[config.mk]
export PLATFORM = sky130hd
export DESIGN_NAME = sstc_ctrl
export DESIGN_NICKNAME = d
export VERILOG_FILES = /design/src/rtl/core/sstc_pkg.sv /design/src/rtl/core/sstc_ctrl.sv
export SDC_FILE = /design/constraint.sdc
export NUM_CORES = 1
export LEC_CHECK = 0
export BUFFER_PORTS_ARGS = -buffer_cell sky130_fd_sc_hd__buf_2
export CAP_MARGIN = 10
export CELL_PAD_IN_SITES_DETAIL_PLACEMENT = 0
export CELL_PAD_IN_SITES_GLOBAL_PLACEMENT = 2
export CORE_AREA = 2 2 45 47
export DETAILED_ROUTE_END_ITERATION = 8
export DIE_AREA = 0 0 47 49
export PLACE_DENSITY_LB_ADDON = 0.1
export SYNTH_ARGS = -nofsm -noshare
export SYNTH_HDL_FRONTEND = slang
export SYNTH_SLANG_ARGS = --single-unit
[constraint.sdc]
create_clock -name clk_i -period 3.9 [get_ports clk_i]
set_clock_uncertainty 0.2 [all_clocks]
set_input_delay 0.78 -clock clk_i [delete_from_list [all_inputs] [get_ports clk_i]]
set_output_delay 0.78 -clock clk_i [all_outputs]
set_load 0.01 [all_outputs]
[src/rtl/core/sstc_pkg.sv]
// ----------------------------------------------------------------------------
// sstc_pkg
// Shared types and constants for the sparse spectrum tone classifier.
// ----------------------------------------------------------------------------
package sstc_pkg;

  localparam int BINS_DEF   = 64;

  localparam int LEVEL_W    = 32;
  localparam int DELTA_W    = 16;
  localparam int TOTAL_W    = 38;
  localparam int FRAC_W     = 16;
  localparam int DTHR_W     = 15;
  localparam int LIMIT_W    = 7;
  localparam int ACT_W      = 7;
  localparam int BAND_W     = 6;

  localparam int CFG_IDX_W  = 3;
  localparam int CFG_DATA_W = 16;

  localparam logic [CFG_IDX_W-1:0] CFG_ACTIVE_FRACTION      = 3'd0;
  localparam logic [CFG_IDX_W-1:0] CFG_SIGNIFICANT_FRACTION = 3'd1;
  localparam logic [CFG_IDX_W-1:0] CFG_DELTA_THRESHOLD      = 3'd2;
  localparam logic [CFG_IDX_W-1:0] CFG_ACTIVE_LIMIT         = 3'd3;
  localparam logic [CFG_IDX_W-1:0] CFG_PEAK_SHARE           = 3'd4;
  localparam logic [CFG_IDX_W-1:0] CFG_TOP4_SHARE           = 3'd5;

  localparam logic [FRAC_W-1:0]  RST_ACTIVE_FRACTION      = 16'd9830;
  localparam logic [FRAC_W-1:0]  RST_SIGNIFICANT_FRACTION = 16'd11796;
  localparam logic [DTHR_W-1:0]  RST_DELTA_THRESHOLD      = 15'd256;
  localparam logic [LIMIT_W-1:0] RST_ACTIVE_LIMIT         = 7'd18;
  localparam logic [FRAC_W-1:0]  RST_PEAK_SHARE           = 16'd14418;
  localparam logic [FRAC_W-1:0]  RST_TOP4_SHARE           = 16'd39322;

  // 1.0e-6 and 1.0 in unsigned Q8.24
  localparam logic [LEVEL_W-1:0] SILENT_LIMIT = 32'd16;
  localparam logic [TOTAL_W-1:0] UNIT_Q824    = 38'd16777216;

  typedef enum logic [1:0] {
    OUT_SUMMARY,
    OUT_BAND,
    OUT_SILENT
  } out_kind_e;

  typedef struct packed {
    logic      acc;
    logic      clr_stats;
    logic      calc;
    logic      idx_clr;
    logic      idx_inc;
    logic      rd;
    logic      count_chk;
    logic      decide;
    logic      load_out;
    out_kind_e out_kind;
  } cmd_t;

  typedef struct packed {
    logic silent;
    logic idx_end;
    logic sig_hit;
    logic sparse;
    logic no_sig;
    logic out_free;
  } sts_t;

endpackage

[src/rtl/core/sstc_ctrl.sv]
// ----------------------------------------------------------------------------
// sstc_ctrl
// Sequencer: bin intake, threshold setup, count pass, decision, emit pass or summary.
// ----------------------------------------------------------------------------
module sstc_ctrl (
  input  logic          clk_i,
  input  logic          rst_ni,
  input  logic          in_valid_i,
  input  logic          in_final_i,
  output logic          in_ready_o,
  input  sstc_pkg::sts_t sts_i,
  output sstc_pkg::cmd_t cmd_o
);

  typedef enum logic [2:0] {
    S_ACCUM,
    S_CALC,
    S_CNT_RD,
    S_CNT_CHK,
    S_DECIDE,
    S_EMIT_RD,
    S_EMIT_CHK,
    S_FINISH
  } state_e;

  state_e state_q, state_d;

  always_comb begin
    state_d    = state_q;
    cmd_o      = '0;
    cmd_o.out_kind = sstc_pkg::OUT_SUMMARY;
    in_ready_o = 1'b0;
    case (state_q)
      S_ACCUM: begin
        in_ready_o = 1'b1;
        if (in_valid_i) begin
          cmd_o.acc = 1'b1;
          if (in_final_i) state_d = S_CALC;
        end
      end
      S_CALC: begin
        if (sts_i.silent) begin
          if (sts_i.out_free) begin
            cmd_o.load_out  = 1'b1;
            cmd_o.out_kind  = sstc_pkg::OUT_SILENT;
            cmd_o.clr_stats = 1'b1;
            state_d         = S_ACCUM;
          end
        end else begin
          cmd_o.calc    = 1'b1;
          cmd_o.idx_clr = 1'b1;
          state_d       = S_CNT_RD;
        end
      end
      S_CNT_RD: begin
        cmd_o.rd = 1'b1;
        state_d  = S_CNT_CHK;
      end
      S_CNT_CHK: begin
        cmd_o.count_chk = 1'b1;
        if (sts_i.idx_end) begin
          cmd_o.idx_clr = 1'b1;
          state_d       = S_DECIDE;
        end else begin
          cmd_o.idx_inc = 1'b1;
          state_d       = S_CNT_RD;
        end
      end
      S_DECIDE: begin
        cmd_o.decide = 1'b1;
        if (sts_i.sparse && !sts_i.no_sig) state_d = S_EMIT_RD;
        else state_d = S_FINISH;
      end
      S_EMIT_RD: begin
        cmd_o.rd = 1'b1;
        state_d  = S_EMIT_CHK;
      end
      S_EMIT_CHK: begin
        if (!sts_i.sig_hit || sts_i.out_free) begin
          if (sts_i.sig_hit) begin
            cmd_o.load_out = 1'b1;
            cmd_o.out_kind = sstc_pkg::OUT_BAND;
          end
          if (sts_i.idx_end) begin
            cmd_o.clr_stats = 1'b1;
            state_d         = S_ACCUM;
          end else begin
            cmd_o.idx_inc = 1'b1;
            state_d       = S_EMIT_RD;
          end
        end
      end
      S_FINISH: begin
        if (sts_i.out_free) begin
          cmd_o.load_out  = 1'b1;
          cmd_o.out_kind  = sstc_pkg::OUT_SUMMARY;
          cmd_o.clr_stats = 1'b1;
          state_d         = S_ACCUM;
        end
      end
      default: begin
        state_d = S_ACCUM;
      end
    endcase
  end

  always_ff @(posedge clk_i or negedge rst_ni) begin
    if (!rst_ni) begin
      state_q <= S_ACCUM;
    end else begin
      state_q <= state_d;
    end
  end

endmodule

==> reports/metrics.yaml, run 1 <==
outcome: "completed"
n_fill_cell: 223
fin_crit_sh_pct: 65.6
final.setup.tns_ns: 0
crit_start: "state_q[2]$_DFFE_PN0P_"
drive_gt1_share_pct: 41.7
required_ns: 2.92
clkLatencyLatePin_ns: 0.24
reg2reg_slack_ns: 2.30
cap_violations: 0
reg2regPathDepth: 3
vias: 446
ys_async_sr_fraction_pct: 100
critical_path_class: "flop to output port"
h-tree-depth: 1
finalCriticalPeriod_ns: 2.56
root_buffer: "clkbuf_4"
wl_mm: 1.13
hold_path_class: "primary input to asynchronous set/reset pin"
area_growth_pct: 29.7
arrival_ns: 1.58
p_per_area_nw_per_um2: 772
grt_pass1_wl_mm: 1.83
grt_usage_pct: 10.7
rsz0062_at_grt: "false"
drv_slew: 0
yosys_most_used_dff: "dfrtp_1"
use_met2_pct: 12.8
top_regs: "state_q x3"
yosys-top-cells-area: "dfrtp_1 18%, nand2b_1 7.4%, buf_6 5.3%, a21oi_1 4.7%, a22o_1 4.2%"
max_freq_mhz: 391
p_clk_share_pct: 13.2
antenna_found_initial: 0
pin_count: 22
regArea_um2: 75.1
cpPeakStageDelay_ns: 0.65
clock_path_buffers: 2
yosysTopAreaCellShare_pct: 17.8
synthTopCellsByCount: "5 x nand2b_1, 4 x a21oi_1, 4 x nand2_1, 4 x nor2_1, 3 x dfrtp_1"
num_rows: 16
grt_use_met3_pct: 3.33
cts_hold_buffers: 0
drtIter0Drc: 13
cpMaxStageDelayCell: "dfrtp_1"
routed_via_density: 4.51
dp_hpwl_um: 848
antenna_cells: 0
grt_use_met1_pct: 17.7
grt_max_degree: 21
yosys_warnings: 0
tightest_slew_ns: 0.627
holdWs_ns: 0.130
crit_fanout: 14
die_area_um2: 2300
synth_edf_count: 0
grt_overflow: 0
path_cells: "nor2_1 -> and4_1 -> nand2b_1 -> buf_2"
share_comb_of_total_power_pct: 57.9
final_util_pct: 29.7
registers.top_by_ff_count: "state_q"
cts_tree: "done"
syn-cell-area_um2: 422
syn_area_per_cell_um2: 8.11
avgRoutedWirePerCell_um: 11.4
end_kind: "output port"
die_h_um: 49
coreArea_um2: 1840
internal_power_uw: 220
synth-seq-cells: 3
cts_buffers: 3
die_w_um: 47
synthCells: 52
switchingPower_uw: 202
post-cts-setup-buffers: 0
drc: 0
nNetsFinal: 83
synth_largest_area_cell: "dfrtp_1"
start_util_pct: 22.9
first_pass_iters: 4
rr_startpoint: "state_q[0]$_DFFE_PN0P_"
clk_pin_slew_ns: 0.04
hold_violations: 0
leakage_uw: 0.000259
multi_input_area_um2: 303
port_buffers: 21
antenna_left: 0
slew_headroom_pct: 58.2
cts.sinks: 3
swShare_pct: 47.9
gp_congestion: 0.682
yosysMostFrequentCell: "nand2b_1"
timing.rr.end: "state_q[1]$_DFFE_PN0P_"
finalSetupViolCount: 0
largest_reg_flops: 3
ys_types: 31
vdd_drop_max_mv: 0.263
yosysSeqAreaShare_pct: 17.8
synth_fp_nets: 62
cts.repair.resized: 0
critPathLaunchType: "flop"
grt_busiest_layer: "met1"
p_seq_share_pct: 28.9
grt_pass1_vias: 373
-- power by group through the flow --
stage | combinational (uW) | clock, uW | sequential [uW]
global route | 273 | 61.8 | 128
finish | 245 | 55.8 | 122
global placement | 250 | 0 | 124
detailed placement | 247 | 0 | 122
CTS | 248 | 58.3 | 121
floorplan | 259 | 0 | 62.1
-- stage by stage --
stage | worst slack, ns | cell area, um^2 | std cells | power (uW)
floorplan | 1.63 | 422 | 52 | 321
global placement | 1.44 | 520 | 95 | 374
detailed placement | 1.42 | 520 | 95 | 368
CTS | 1.33 | 547 | 99 | 427
global route | 1.23 | 547 | 99 | 463
finish | 1.34 | 547 | 99 | 422
-- per-layer routing --
metal,vias to the layer above,wire [um],part of all wire (%)
li1,233,-,-
met1,197,566,50
met2,16,486,43
met3,0,72,6.4
met4,0,0,0
met5,-,0,0
-- cell families after synthesis --
| family | count (synthesis) | synth area share [%] |
|---|---|---|
| AND/OR/NAND/NOR | 26 | 40.1 |
| AO/OA/AOI/OAI | 16 | 29.1 |
| buffers and inverters | 6 | 10.4 |
| flip-flops | 3 | 17.8 |
| multiplexers | 1 | 2.67 |
-- cell type report --
| type | count | share of cell area (%) |
|---|---|---|
| Timing Repair Buffer | 21 | 19.2 |
| Multi-Input combinational cell | 43 | 55.4 |
| Inverter | 1 | 0.686 |
| Sequential cell | 3 | 13.7 |
| Clock buffer | 4 | 4.81 |
| Tap cell | 27 | 6.18 |
-- worst max-delay path: cells and delay by family, from the launching register on --
| family | cells | cell delay (ns) |
|---|---|---|
| AND/OR/NAND/NOR | 3 | 0.55 |
| flip-flops | 1 | 0.65 |
| buffers and inverters | 1 | 0.13 |
-- placed cells by master (no fill, tap or decap), types with 2 or more instances in the layout --
| cell type | n |
|---|---|
| nand2_1 | 4 |
| a21oi_1 | 4 |
| nand2b_1 | 5 |
| and2_1 | 2 |
| nor2b_1 | 2 |
| clkbuf_4 | 3 |
| buf_2 | 21 |
| nor2_1 | 4 |
| o211ai_1 | 2 |
| dfrtp_1 | 3 |
| a22o_1 | 2 |
-- worst max-delay path by stage --
stage                to  slack [ns]  depth (start not counted)
3_5_place_dp   cmd_o[6]        1.42                          5
5_1_grt        cmd_o[9]        1.23                          4
3_3_place_gp   cmd_o[6]        1.44                          5
6_report       cmd_o[9]        1.34                          4
4_1_cts        cmd_o[9]        1.33                          4
2_1_floorplan  cmd_o[7]        1.63                          2
No activity file was read; power rests on OpenSTA's default activity.
==> run 2: changes to the inputs <==
Settings changed: CORE_AREA 2 2 45 47 to 2 2 47 49, DIE_AREA 0 0 47 49 to 0 0 49 51.
Clock period 3.9 ns to 2.43 ns, I/O delays scaled along.
==> run 2 against run 1 <==
Clock-buffer cell count unchanged. Wire length up 1.8%. Critical path depth stayed put. Largest cell class unchanged. Total power increased by 59%. Register-to-register slack worse by 1.5 ns. Largest power group unchanged. Worst setup slack got worse by 1.2 ns.
==> reports/metrics.yaml, run 2 (synthesis results as in run 1) <==
die_w_um: 49  # was 47 um
grt_pass1_vias: 397  # was 373
max_freq_mhz: 441
dp_hpwl_um: 832  # was 848 um
num_rows: 17  # was 16
cap_violations: 0  # unchanged
start_util_pct: 20.4  # was 22.9%
outcome: "completed"  # unchanged
leakage_uw: 0.000264  # was 0.000259 uW
cpPeakStageDelay_ns: 0.65  # about the same
drv_slew: 0  # unchanged
drtIter0Drc: 10  # was 13
die_h_um: 51  # was 49 um
grt_max_degree: 21  # unchanged
vdd_drop_max_mv: 0.317  # was 0.263 mV
pin_count: 22  # unchanged
area_growth_pct: 32.3  # was 29.7%
crit_buf_inv: 1  # unchanged
hold_path_class: "primary input to asynchronous set/reset pin"  # unchanged
grt_usage_pct: 10.1  # was 10.7%
h-tree-depth: 1  # unchanged
routed_via_density: 4.52  # was 4.51
tightest_slew_ns: 0.614  # was 0.627 ns
crit_fanout: 14  # unchanged
antenna_left: 0  # unchanged
p_per_area_nw_per_um2: 1200  # was 772 nW/um^2
registers.top_by_ff_count: "state_q"  # unchanged
final_cell_mix: "21 x buf_2, 5 x nand2b_1, 4 x nor2_1, 4 x a21oi_1, 4 x nand2_1"  # unchanged
cts_tree: "done"  # unchanged
antenna_cells: 0  # unchanged
slew_headroom_pct: 59.1  # was 58.2%
path_cells: "nor2_1 -> and4_1 -> nand2b_1 -> buf_2"  # unchanged
arrival_ns: 1.58  # about the same
clock_path_buffers: 2  # unchanged
drive_gt1_share_pct: 41.1  # was 41.7%
cts.sinks: 3  # unchanged
port_buffers: 21  # unchanged
fin_crit_sh_pct: 93.3
required_ns: 1.74  # was 2.92 ns
final.setup.tns_ns: 0  # unchanged
rsz0062_at_grt: "false"  # unchanged
finalSetupViolCount: 0  # unchanged
grt_pass1_wl_mm: 1.87  # was 1.83 mm
dp.cells: 96  # was 95
nNetsFinal: 84  # was 83
vias: 457  # was 446
critical_path_class: "flop to output port"  # unchanged
grt_overflow: 0  # unchanged
finalCriticalPeriod_ns: 2.27
die_area_um2: 2500  # was 2300 um^2
antenna_found_initial: 0  # unchanged
clkLatencyLatePin_ns: 0.23  # was 0.24 ns
end_kind: "output port"  # unchanged
wl_mm: 1.15  # was 1.13 mm
path_delay_family: "flip-flops"  # unchanged
cts_buffers: 3  # unchanged
cpMaxStageDelayCell: "dfrtp_1"  # unchanged
critPathLaunchType: "flop"  # unchanged
n_fill_cell: 253  # was 223
gp_congestion: 0.656  # was 0.682
coreArea_um2: 2060  # was 1840 um^2
clk_pin_slew_ns: 0.04  # about the same
hold_violations: 0  # unchanged
drc: 0  # unchanged
top_regs: "state_q x3"  # unchanged
root_buffer: "clkbuf_4"  # unchanged
final_common_cell: "buf_2"  # unchanged
first_pass_iters: 4  # unchanged
fin_cells: 101  # was 99
largest_reg_flops: 3  # unchanged
avgRoutedWirePerCell_um: 11.3  # was 11.4 um
-- run 2: changes by cell type in the layout (fill, tap and decap cells not counted) --
cell           delta
dlygate4sd3_1     +1
-- run 2: what timing repair did --
item,CTS,global route
endpoints found under the setup margin,0,0
buffers inserted,0,0
hold buffers,1,0
hold endpoints to repair,3,0
resized for setup,0,0
-- run 2: worst reg2reg max path, delay by kind of cell (launching register included) --
family | cells | cell delay [ns]
compound gates | 2 | 0.38
flops | 1 | 0.72
simple gates | 1 | 0.18
-- run 2: final timing paths --
| kind | startpoint | end | slack [ns] | cells after the start |
|---|---|---|---|---|
| worst max-delay path | state_q[2]$_DFFE_PN0P_ | cmd_o[9] | 0.16 | 4 |
| worst min-delay path | rst_ni | state_q[1]$_DFFE_PN0P_ | 0.38 | 2 |
| worst max register to register | state_q[0]$_DFFE_PN0P_ | state_q[1]$_DFFE_PN0P_ | 0.83 | 3 |
| worst min register to register | state_q[1]$_DFFE_PN0P_ | state_q[2]$_DFFE_PN0P_ | 0.64 | 2 |
| max in group asynchronous | rst_ni | state_q[0]$_DFFE_PN0P_ | 1.54 | 2 |
| min in group clk_i | in_final_i | state_q[0]$_DFFE_PN0P_ | 0.45 | 4 |
-- run 2: per-stage QoR --
| step | hold WS, ns | setup slack [ns] | utilization (%) | area, um^2 | power (uW) |
|---|---|---|---|---|---|
| 2_1_floorplan | -0.00959 | 0.595 | - | 422 | 515 |
| 3_3_place_gp | 0.0822 | 0.368 | 25.3 | 522 | 603 |
| 3_5_place_dp | 0.0844 | 0.424 | 25.3 | 522 | 590 |
| 4_1_cts | 0.375 | 0.154 | 27.0 | 558 | 683 |
| 5_1_grt | 0.394 | 0.0399 | 27.0 | 558 | 743 |
| 6_report | 0.383 | 0.163 | 27.0 | 558 | 672 |
-- run 2: area by class of cell --
type                            count  area [um^2]  share of cell area [%]
Clock buffer                        4         26.3                    4.71
Inverter                            1         3.75                   0.673
Multi-Input combinational cell     43          303                    54.3
Sequential cell                     3         75.1                    13.5
Tap cell                           28         35.0                    6.28
Timing Repair Buffer               22          115                    20.6
-- run 2: routing by layer --
layer	global-route usage [%]	wire length, um	part of all wire (%)
met5	0	0	0
met4	4.29	0	0
met3	4.39	57	5.0
met2	15.1	513	45
met1	12.6	574	50
-- run 2: power by group --
group	switching [uW]	internal (uW)
Combinational	174	216
Clock	27.0	61.6
Sequential	118	75.8
Total	319	354
==> run 3: changes to the inputs <==
Settings changed: BUFFER_PORTS_ARGS -buffer_cell sky130_fd_sc_hd__buf_2 to -buffer_cell sky130_fd_sc_hd__clkbuf_2, PLACE_DENSITY set to 0.74, PLACE_DENSITY_LB_ADDON 0.1 to not set.
==> run 3 against run 2 <==
Total power up 0.52%. Combinational power up 2%. Design area unchanged. Sequential cell count unchanged. Fmax up 2.1%. Non-clock buffer count unchanged. Cell count unchanged. First-iteration DRC count down 20%. Clock-buffer cell count unchanged. Clock power about the same. Largest cell class unchanged. Highest routed layer unchanged.
==> reports/metrics.yaml, run 3 (synthesis results as in run 1) <==
end_kind: "output port"  # unchanged
cts.repair.resized: 0  # unchanged
final_cell_mix: "21 x clkbuf_2, 5 x nand2b_1, 4 x nor2_1, 4 x a21oi_1, 4 x nand2_1"  # was 21 x buf_2, 5 x nand2b_1, 4 x nor2_1, 4 x a21oi_1, 4 x nand2_1
arrival_ns: 1.53  # was 1.58 ns
clk_pin_slew_ns: 0.04  # about the same
path_cells: "nor2_1 -> and4_1 -> nand2b_1 -> clkbuf_2"  # was nor2_1 -> and4_1 -> nand2b_1 -> buf_2
critPathLaunchType: "flop"  # unchanged
finalSetupViolCount: 0  # unchanged
post-cts-setup-buffers: 0  # unchanged
grt_pass1_vias: 422  # was 397
die_h_um: 51  # unchanged
vdd_drop_max_mv: 0.290  # was 0.317 mV
cts.sinks: 3  # unchanged
clock_path_buffers: 2  # unchanged
cpMaxStageDelayCell: "dfrtp_1"  # unchanged
die_w_um: 49  # unchanged
fin_crit_sh_pct: 91.4  # was 93.3%
tightest_slew_ns: 0.609  # was 0.614 ns
reg2regPathDepth: 3  # unchanged
routed_via_density: 4.67  # was 4.52
leakage_uw: 0.000257  # was 0.000264 uW
gp_congestion: 0.681  # was 0.656
finalCriticalPeriod_ns: 2.22  # was 2.27 ns
cpPeakStageDelay_ns: 0.64  # was 0.65 ns
h-tree-depth: 1  # unchanged
dp_hpwl_um: 835  # was 832 um
port_buffers: 21  # unchanged
root_buffer: "clkbuf_4"  # unchanged
drtIter0Drc: 8  # was 10
timing.rr.end: "state_q[1]$_DFFE_PN0P_"  # unchanged
final_common_cell: "clkbuf_2"  # was buf_2
area_growth_pct: 32.3  # unchanged
outcome: "completed"  # unchanged
start_util_pct: 20.4  # unchanged
dp.cells: 96  # unchanged
rr_startpoint: "state_q[0]$_DFFE_PN0P_"  # unchanged
grt_pass1_wl_mm: 1.96  # was 1.87 mm
clkLatencyLatePin_ns: 0.23  # about the same
antenna_found_initial: 0  # unchanged
wl_mm: 1.11  # was 1.15 mm
drv_slew: 0  # unchanged
grt_overflow: 0  # unchanged
grt_usage_pct: 10.5  # was 10.1%
hold_path_class: "primary input to asynchronous set/reset pin"  # unchanged
slew_headroom_pct: 59.4  # was 59.1%
critical_path_class: "flop to output port"  # unchanged
grt_max_degree: 21  # unchanged
cts_hold_buffers: 1  # unchanged
antenna_cells: 0  # unchanged
die_area_um2: 2500  # unchanged
largest_reg_flops: 3  # unchanged
hold_violations: 0  # unchanged
drc: 0  # unchanged
vias: 472  # was 457
crit_fanout: 14  # unchanged
first_pass_iters: 4  # unchanged
nNetsFinal: 84  # unchanged
cts_buffers: 3  # unchanged
fin_cells: 101  # unchanged
registers.top_by_ff_count: "state_q"  # unchanged
required_ns: 1.74  # about the same
avgRoutedWirePerCell_um: 11.0  # was 11.3 um
pin_count: 22  # unchanged
reg2reg_slack_ns: 0.82  # was 0.83 ns
holdWs_ns: 0.383  # about the same
antenna_left: 0  # unchanged
num_rows: 17  # unchanged
p_per_area_nw_per_um2: 1210  # was 1200 nW/um^2
rsz0062_at_grt: "false"  # unchanged
max_freq_mhz: 450  # was 441 MHz
coreArea_um2: 2060  # unchanged
drive_gt1_share_pct: 41.1  # unchanged
final.setup.tns_ns: 0  # unchanged
top_regs: "state_q x3"  # unchanged
cap_violations: 0  # unchanged
cts_tree: "done"  # unchanged
==> run 3: metal layers <==
| layer | GRT usage [%] | vias to the layer above | wire length, um | share of wire, % |
|---|---|---|---|---|
| li1 | - | 232 | - | - |
| met1 | 14.0 | 220 | 519 | 47 |
| met2 | 14.2 | 20 | 523 | 47 |
| met3 | 2.34 | 0 | 68 | 6.1 |
| met4 | 8.57 | 0 | 0 | 0 |
| met5 | 0 | - | 0 | 0 |
==> run 3: report_power, final <==
part	internal [uW]	switching, uW
sequential	75.9	114
clock	61.6	27.3
combinational	215	181
==> run 3: layout make-up <==
cell class,count,area (um^2)
multi-input cells,43,303
inverters,1,3.75
fillers,237,1510
well taps,28,35.0
repair buffers,22,115
clock buffers,4,26.3
flip-flops and latches,3,75.1
==> run 3: worst max-delay path: cells and delay by family, from the launching register on <==
| kind | cells | cell delay (ns) |
|---|---|---|
| and+or+nand+nor | 3 | 0.53 |
| buffers and inverters | 1 | 0.13 |
| DFF | 1 | 0.64 |
==> run 3: stage by stage <==
stage | area, um^2 | total power [uW] | util, % | worst slack [ns]
floorplan | 422 | 515 | - | 0.595
global placement | 522 | 589 | 25.3 | 0.455
detailed placement | 522 | 591 | 25.3 | 0.448
CTS | 558 | 687 | 27.0 | 0.198
global route | 558 | 749 | 27.0 | 0.0512
finish | 558 | 676 | 27.0 | 0.209
==> run 3: how the worst max path moves through the flow <==
stage                     slack [ns]              startpoint        to
after floorplan                 0.59  state_q[2]$_DFFE_PN0P_  cmd_o[7]
after global placement          0.46  state_q[0]$_DFFE_PN0P_  cmd_o[7]
after detailed placement        0.45  state_q[2]$_DFFE_PN0P_  cmd_o[9]
after CTS                       0.20  state_q[2]$_DFFE_PN0P_  cmd_o[9]
after global routing            0.05  state_q[0]$_DFFE_PN0P_  cmd_o[7]
final                           0.21  state_q[2]$_DFFE_PN0P_  cmd_o[9]
